## src/sv/slid_pkg.sv

```systemverilog
package slid_pkg;

  localparam int unsigned CAPACITY = 16;
  localparam int unsigned CNT_W    = $clog2(CAPACITY + 1);
  localparam int unsigned COUNT_W  = 5;
  localparam int unsigned VALUE_W  = 32;

  typedef enum logic {
    KIND_INSERT = 1'b0,
    KIND_DELETE = 1'b1
  } kind_e;

  typedef enum logic [1:0] {
    STAT_OK        = 2'd0,
    STAT_FULL      = 2'd1,
    STAT_NOT_FOUND = 2'd2,
    STAT_EMPTY     = 2'd3
  } status_e;

  typedef enum logic [1:0] {
    OP_INSERT,
    OP_DELETE,
    OP_REJECT_FULL,
    OP_REJECT_EMPTY
  } op_e;

  typedef enum logic {
    S_IDLE,
    S_HOLD
  } state_e;

  typedef struct packed {
    kind_e                      kind;
    logic signed [VALUE_W-1:0]  value;
  } in_req_t;

  typedef struct packed {
    status_e                    status;
    logic [COUNT_W-1:0]         count;
    logic signed [VALUE_W-1:0]  smallest;
  } out_res_t;

  typedef struct packed {
    logic load;
    op_e  op;
  } cmd_t;

  typedef struct packed {
    logic full;
    logic empty;
  } stat_t;

endpackage

```

## src/sv/slid_ctrl.sv

```systemverilog
module slid_ctrl (
  input  logic          clk_i,
  input  logic          rst_ni,
  input  logic          in_valid_i,
  input  slid_pkg::kind_e kind_i,
  input  logic          out_stall_i,
  input  slid_pkg::stat_t stat_i,
  output logic          in_stall_o,
  output logic          out_valid_o,
  output slid_pkg::cmd_t cmd_o
);
  import slid_pkg::*;

  state_e state_q, state_d;
  logic   accept;

  assign accept = in_valid_i && !in_stall_o;

  always_ff @(posedge clk_i or negedge rst_ni) begin
    if (!rst_ni) begin
      state_q <= S_IDLE;
    end else begin
      state_q <= state_d;
    end
  end

  always_comb begin
    state_d = state_q;
    case (state_q)
      S_IDLE: begin
        if (accept) state_d = S_HOLD;
      end
      S_HOLD: begin
        if (accept) begin
          state_d = S_HOLD;
        end else if (!out_stall_i) begin
          state_d = S_IDLE;
        end
      end
      default: state_d = S_IDLE;
    endcase
  end

  always_comb begin
    out_valid_o = (state_q == S_HOLD);
    // a new request may enter as the held result leaves
    in_stall_o  = (state_q == S_HOLD) && out_stall_i;
    cmd_o.load  = in_valid_i && !((state_q == S_HOLD) && out_stall_i);
    case (kind_i)
      KIND_INSERT: cmd_o.op = stat_i.full  ? OP_REJECT_FULL  : OP_INSERT;
      KIND_DELETE: cmd_o.op = stat_i.empty ? OP_REJECT_EMPTY : OP_DELETE;
      default:     cmd_o.op = OP_INSERT;
    endcase
  end

endmodule

```

## src/sv/slid_dpath.sv

```systemverilog
module slid_dpath (
  input  logic              clk_i,
  input  logic              rst_ni,
  input  slid_pkg::cmd_t    cmd_i,
  input  slid_pkg::in_req_t req_i,
  output slid_pkg::stat_t   stat_o,
  output slid_pkg::out_res_t res_o
);
  import slid_pkg::*;

  logic signed [VALUE_W-1:0] entries_q [CAPACITY];
  logic signed [VALUE_W-1:0] entries_d [CAPACITY];
  logic [CNT_W-1:0]          count_q, count_d;
  out_res_t                  res_q, res_d;
  logic [CAPACITY-1:0]       vld, lt, eq;
  logic                      found;

  // per-cell compare against the request value
  always_comb begin
    for (int i = 0; i < CAPACITY; i++) begin
      vld[i] = (CNT_W'(i) < count_q);
      lt[i]  = vld[i] && (entries_q[i] < req_i.value);
      eq[i]  = vld[i] && (entries_q[i] == req_i.value);
    end
  end

  assign found = |eq;

  genvar g;
  for (g = 0; g < CAPACITY; g++) begin : g_cell
    logic signed [VALUE_W-1:0] ins_v, del_v;
    if (g == 0) begin : g_first
      assign ins_v = req_i.value;
    end else begin : g_rest
      assign ins_v = lt[g-1] ? req_i.value : entries_q[g-1];
    end
    if (g == CAPACITY - 1) begin : g_last
      assign del_v = entries_q[g];
    end else begin : g_inner
      assign del_v = entries_q[g+1];
    end
    always_comb begin
      case (cmd_i.op)
        OP_INSERT: entries_d[g] = lt[g] ? entries_q[g] : ins_v;
        // sorted order: the first equal cell sits right after the smaller ones
        OP_DELETE: entries_d[g] = (found && !lt[g]) ? del_v : entries_q[g];
        default:   entries_d[g] = entries_q[g];
      endcase
    end
  end

  always_comb begin
    count_d = count_q;
    case (cmd_i.op)
      OP_INSERT: begin
        count_d      = count_q + CNT_W'(1);
        res_d.status = STAT_OK;
      end
      OP_DELETE: begin
        if (found) begin
          count_d      = count_q - CNT_W'(1);
          res_d.status = STAT_OK;
        end else begin
          res_d.status = STAT_NOT_FOUND;
        end
      end
      OP_REJECT_FULL:  res_d.status = STAT_FULL;
      OP_REJECT_EMPTY: res_d.status = STAT_EMPTY;
      default:         res_d.status = STAT_OK;
    endcase
    res_d.count    = COUNT_W'(count_d);
    res_d.smallest = (count_d != '0) ? entries_d[0] : '0;
  end

  always_ff @(posedge clk_i or negedge rst_ni) begin
    if (!rst_ni) begin
      count_q <= '0;
    end else if (cmd_i.load) begin
      count_q <= count_d;
    end
  end

  always_ff @(posedge clk_i) begin
    if (cmd_i.load) begin
      entries_q <= entries_d;
      res_q     <= res_d;
    end
  end

  assign stat_o.full  = (count_q == CNT_W'(CAPACITY));
  assign stat_o.empty = (count_q == '0);
  assign res_o        = res_q;

`ifndef ASSERT_OFF
  a_count_range: assert property (@(posedge clk_i) disable iff (!rst_ni)
    count_q <= CNT_W'(CAPACITY))
    else $error("stored count above capacity");

  a_no_insert_full: assert property (@(posedge clk_i) disable iff (!rst_ni)
    (cmd_i.load && cmd_i.op == OP_INSERT) |-> !stat_o.full)
    else $error("insert issued into a full table");

  a_insert_grows: assert property (@(posedge clk_i) disable iff (!rst_ni)
    (cmd_i.load && cmd_i.op == OP_INSERT) |=> count_q == $past(count_q) + CNT_W'(1))
    else $error("insert did not grow the count");

  a_reject_holds: assert property (@(posedge clk_i) disable iff (!rst_ni)
    (cmd_i.load && (cmd_i.op == OP_REJECT_FULL || cmd_i.op == OP_REJECT_EMPTY))
    |=> $stable(count_q) && res_q.status != STAT_OK)
    else $error("refused request changed the table");
`endif

endmodule

```

## src/sv/sorted_list_insert_delete_top.sv

```systemverilog
// a result is registered and valid in the cycle after its request is accepted
// throughput: one request per cycle while results are taken; a single combinational
// row of compare-and-shift cells updates the whole table for each accepted request
// a held result that is stalled blocks new requests until it is taken
// reset clears the stored count and the result valid; table cells are not cleared
module sorted_list_insert_delete_top (
  input  logic                clk_i,
  input  logic                rst_ni,
  input  logic                in_valid_i,
  output logic                in_stall_o,
  input  slid_pkg::in_req_t   in_req_i,
  output logic                out_valid_o,
  input  logic                out_stall_i,
  output slid_pkg::out_res_t  out_res_o
);
  import slid_pkg::*;

  cmd_t  cmd;
  stat_t stat;

  slid_ctrl u_ctrl (
    .clk_i       (clk_i),
    .rst_ni      (rst_ni),
    .in_valid_i  (in_valid_i),
    .kind_i      (in_req_i.kind),
    .out_stall_i (out_stall_i),
    .stat_i      (stat),
    .in_stall_o  (in_stall_o),
    .out_valid_o (out_valid_o),
    .cmd_o       (cmd)
  );

  slid_dpath u_dpath (
    .clk_i  (clk_i),
    .rst_ni (rst_ni),
    .cmd_i  (cmd),
    .req_i  (in_req_i),
    .stat_o (stat),
    .res_o  (out_res_o)
  );

endmodule
```

## config.mk

```make
export PLATFORM = sky130hd
export DESIGN_NAME = sorted_list_insert_delete_top
export DESIGN_NICKNAME = d
export VERILOG_FILES = /design/src/sv/slid_pkg.sv /design/src/sv/slid_ctrl.sv /design/src/sv/slid_dpath.sv /design/src/sv/sorted_list_insert_delete_top.sv
export SDC_FILE = /design/constraint.sdc
export NUM_CORES = 2
export LEC_CHECK = 0
export BUFFER_PORTS_ARGS = -buffer_cell sky130_fd_sc_hd__buf_2
export CORE_MARGIN = 1
export CORE_UTILIZATION = 40
export CTS_BUF_LIST = sky130_fd_sc_hd__clkbuf_4
export DETAILED_ROUTE_END_ITERATION = 16
export GPL_TIMING_DRIVEN = 0
export HOLD_SLACK_MARGIN = 0.08
export PLACE_DENSITY_LB_ADDON = 0.12
export RECOVER_POWER = 25
export SYNTH_ARGS = -nofsm -noshare
export SYNTH_HDL_FRONTEND = slang
export SYNTH_HIERARCHICAL = 1
export SYNTH_SLANG_ARGS = --single-unit
```

## constraint.sdc

```tcl
create_clock -name clk_i -period 6.3 [get_ports clk_i]
set_clock_uncertainty 0.2 [all_clocks]
set_input_delay 0.945 -clock clk_i [delete_from_list [all_inputs] [get_ports clk_i]]
set_output_delay 0.945 -clock clk_i [all_outputs]
set_load 0.005 [all_outputs]
```

==> results.py <==
metrics = {
    "drt": {
        "finalWirelength_microns": 158300,
        "vias_per_cell": 6.241,
        "via_count": 35470,
        "drt_iter0_markers": 3174,
        "routedWlPerCell_microns": 27.84,
        "detail-route-antenna-nets": 0,
        "drc": 0,
        "drt_pass1_iterations": 6,
    },
    "yosys": {
        "yosysTopAreaCell": "edfxtp_1",
        "syn_nets": 4587,
        "yosysSeqAreaShare_pct": 41.60,
        "avgSynthCellArea_sq_um": 9.949,
        "synth_top_area_share_pct": 41.23,
        "synth-main-ff-cell": "edfxtp_1",
        "synth_most_common_cell": "edfxtp_1",
        "synth_top_cells_by_count": "edfxtp_1, nand2_1, nor2_1",
        "syn_area_sq_um": 40130,
        "ys_warn_count": 6,
        "synth_cell_types": 73,
        "syn_inst": 4034,
        "ys_seq_elements": 557,
        "async_flop_share_pct": 1.077,
        "ys_top_cells_by_area": "edfxtp_1, ha_1, a221o_1",
        "synth_edf_count": 551,
    },
    "clock_network": {
        "cts_buffers": 167,
        "cts_max_path_buffers": 3,
        "clk_pin_slew_ns": 0.06,
        "cts-root-buf": "clkbuf_4",
        "clock_latency_ns": 1.08,
        "htreeDepth": 4,
        "cts_tree": "built",
        "clock-sinks": 557,
    },
    "grt": {
        "grt_max_degree": 78,
        "grt-ovfl-total": 0,
        "grt_use_total_pct": 30.52,
        "grt_pass1_vias": 35600,
        "grt_pass1_wl_microns": 228400,
        "antenna_found_initial": 3,
    },
    "pwr": {
        "p_per_area_nw_per_um2": 327.8,
        "ir_drop_uv": 198.8,
        "p_leak_uw": 0.01838,
    },
    "finish": {
        "fill_cells": 9827,
        "layout-drive-gt1-share_pct": 8.726,
        "final_cell_area_sq_um": 44310,
        "layout.nets": 4850,
        "area_growth_syn_to_layout_pct": 10.40,
    },
    "die": {
        "die_area_sq_um": 101600,
        "die_h_microns": 318.8,
        "core_area_sq_um": 98850,
        "io_pins": 78,
        "die_w_microns": 318.8,
        "rows": 115,
        "start_util_pct": 40.60,
    },
    "critical_path": {
        "path_cells": "clkbuf_1 > inv_1 > ha_1 > nand4_1 > nor2_1 > nand4_1 > o2111ai_1 > nor4_4 > nand2_1 > nand3b_1 > buf_2 > nor2_4",
        "required_ns": 6.77,
        "crit_top_cell": "nand4_1",
        "start_kind": "primary input",
        "critical_path_arrival_ns": 6.71,
        "cp_max_fo": 32,
        "critical_path_class": "primary input to register",
        "cpMaxStageDelayCell": "nor2_4",
        "slowest_delay_ns": 0.86,
        "endpoint_kind": "register",
    },
    "timing": {
        "holdWs_ns": 0.2315,
        "slew_viol_final": 17,
        "rsz0062_at_grt": "no",
        "fmax_mhz": 160.2,
        "tightest_slew_ns": 2.018,
        "setup_violations": 0,
        "relSlewSlack_pct": -34.51,
        "finalHoldViolations": 0,
        "fin_crit_ns": 6.244,
        "fin_setup_tns_ns": 0,
        "min_period_over_period_pct": 99.10,
    },
    "worst_hold_path": {
        "min_path_type": "primary input to register",
    },
    "run_status": {
        "violations": "capacitance limit, slew limit",
        "status": "finished, violations left",
    },
    "placement": {
        "numPortBuffers": 77,
        "dpl-instance-area_sq_um": 42390,
        "place_congestion": 0.9695,
        "dp_hpwl_microns": 127900,
    },
    "run": {
        "maxCapViolations": 1,
    },
}
==> per-layer routing <==
| layer | track usage [%] | up-vias | wire, microns | share of wire [%] |
|---|---|---|---|---|
| li1 | - | 16280 | - | - |
| met4 | 15.07 | 0 | 7894 | 5.0 |
| met3 | 5.639 | 375 | 11980 | 7.6 |
| met1 | 37.97 | 17250 | 64210 | 41 |
| met5 | 0 | - | 0 | 0 |
| met2 | 50.71 | 1573 | 74170 | 47 |
==> flip-flops by register name (all words and copies together) (netlist names) <==
name and cells:
u_dpath/g_cell.del_v 480, u_dpath/res_o 39, u_dpath/entries_q 32, u_ctrl/out_valid_o 1, u_dpath/count_q 5
==> worst paths after layout <==
| kind | slack, ns | from | cells after the start | endpoint |
|---|---|---|---|---|
| setup / recovery | 0.06 | in_req_i[9] | 12 | u_dpath/g_cell[5].del_v[24] |
| hold / removal | 0.23 | in_req_i[16] | 3 | u_dpath/g_cell[0].del_v[16] |
| setup reg to reg | 0.15 | u_dpath/count_q[2] | 12 | u_dpath/g_cell[3].del_v[13] |
| hold reg to reg | 0.38 | u_dpath/g_cell[10].del_v[0] | 1 | u_dpath/g_cell[9].del_v[0] |
| max in group asynchronous | 4.98 | rst_ni | 3 | u_dpath/count_q[3] |
| min in group asynchronous | 0.64 | rst_ni | 3 | u_ctrl/out_valid_o |
==> cells in the final DEF (no fill, tap or decap), types with 9 or more instances in the layout <==
cell type,n
a221o_1,357
nand2b_1,12
o211ai_1,13
nor4_1,12
nor2b_1,47
inv_1,65
buf_4,9
and4_1,12
or3_1,13
buf_2,67
clkbuf_1,265
mux2i_1,77
clkinv_1,27
edfxtp_1,551
nand3_1,60
and2_1,14
clkbuf_4,220
a211oi_1,30
nor2_4,12
o31ai_1,14
mux2_2,31
nand2_1,528
nand4_1,120
buf_1,21
o21ai_0,109
o22ai_1,14
a21oi_1,155
ha_1,516
a21o_1,120
a31oi_1,102
o21a_1,29
nor2_1,516
o2111ai_1,16
nor3_1,50
and3_1,62
==> worst max-delay path: cells and delay by family <==
family                   cells  cell delay [ns]
AO/OA/AOI/OAI                1             0.50
adder cells (fa/ha/maj)      1             0.55
buffers and inverters        3             1.91
AND/OR/NAND/NOR              7             2.73
==> cells by family after synthesis <==
kind of cell / count (synthesis) / share of synthesized area [%]
AO/OA/AOI/OAI: 1013 / 19.48
flip-flops: 557 / 41.60
buffers and inverters: 349 / 3.401
multiplexers: 110 / 2.865
AND/OR/NAND/NOR: 1483 / 16.44
XOR/XNOR: 6 / 0.1309
adder cells (fa/ha/maj): 516 / 16.09
==> power breakdown <==
group          switching, uW  total [uW]  leakage (uW)  internal (uW)
sequential               423        5370       0.00519           4940
combinational           3840        5820        0.0121           1980
clock                   1700        3340       0.00112           1630
==> stage by stage <==
step / utilization, % / cells / worst slack, ns / power (uW)
6_report: 44.82 / 5684 / 0.05643 / 14520
3_3_place_gp: 42.62 / 5398 / -2.322 / 10970
4_1_cts: 44.79 / 5670 / 0.05928 / 14490
2_1_floorplan: - / 4034 / 0.6599 / 8998
3_5_place_dp: 42.88 / 5404 / -1.246 / 11130
5_1_grt: 44.81 / 5680 / 0.1030 / 15260
==> repair_timing <==
| action | 4_1_cts | 5_1_grt |
|---|---|---|
| setup endpoints to repair | 203 | 224 |
| resized for setup | 1 | 3 |
| endpoints found under the hold margin | 7 | 0 |
| pin swaps | 1 | 3 |
| hold buffers | 4 | 0 |
| gates cloned | 1 | 0 |
| setup buffers | 0 | 6 |
==> final cells by class <==
type | count | area [sq um] | share of cell area (%)
inverter | 66 | 251.5 | 0.5676
antenna | 8 | 20.02 | 0.04518
clock buffer | 220 | 1652 | 3.728
timing repair buffer | 93 | 613.1 | 1.384
tap | 1287 | 1610 | 3.634
clock inverter | 41 | 192.7 | 0.4349
buffer | 283 | 1107 | 2.499
multi-input combinational | 3129 | 22170 | 50.03
sequential | 557 | 16700 | 37.68
Power figures use the tool's default switching activity.
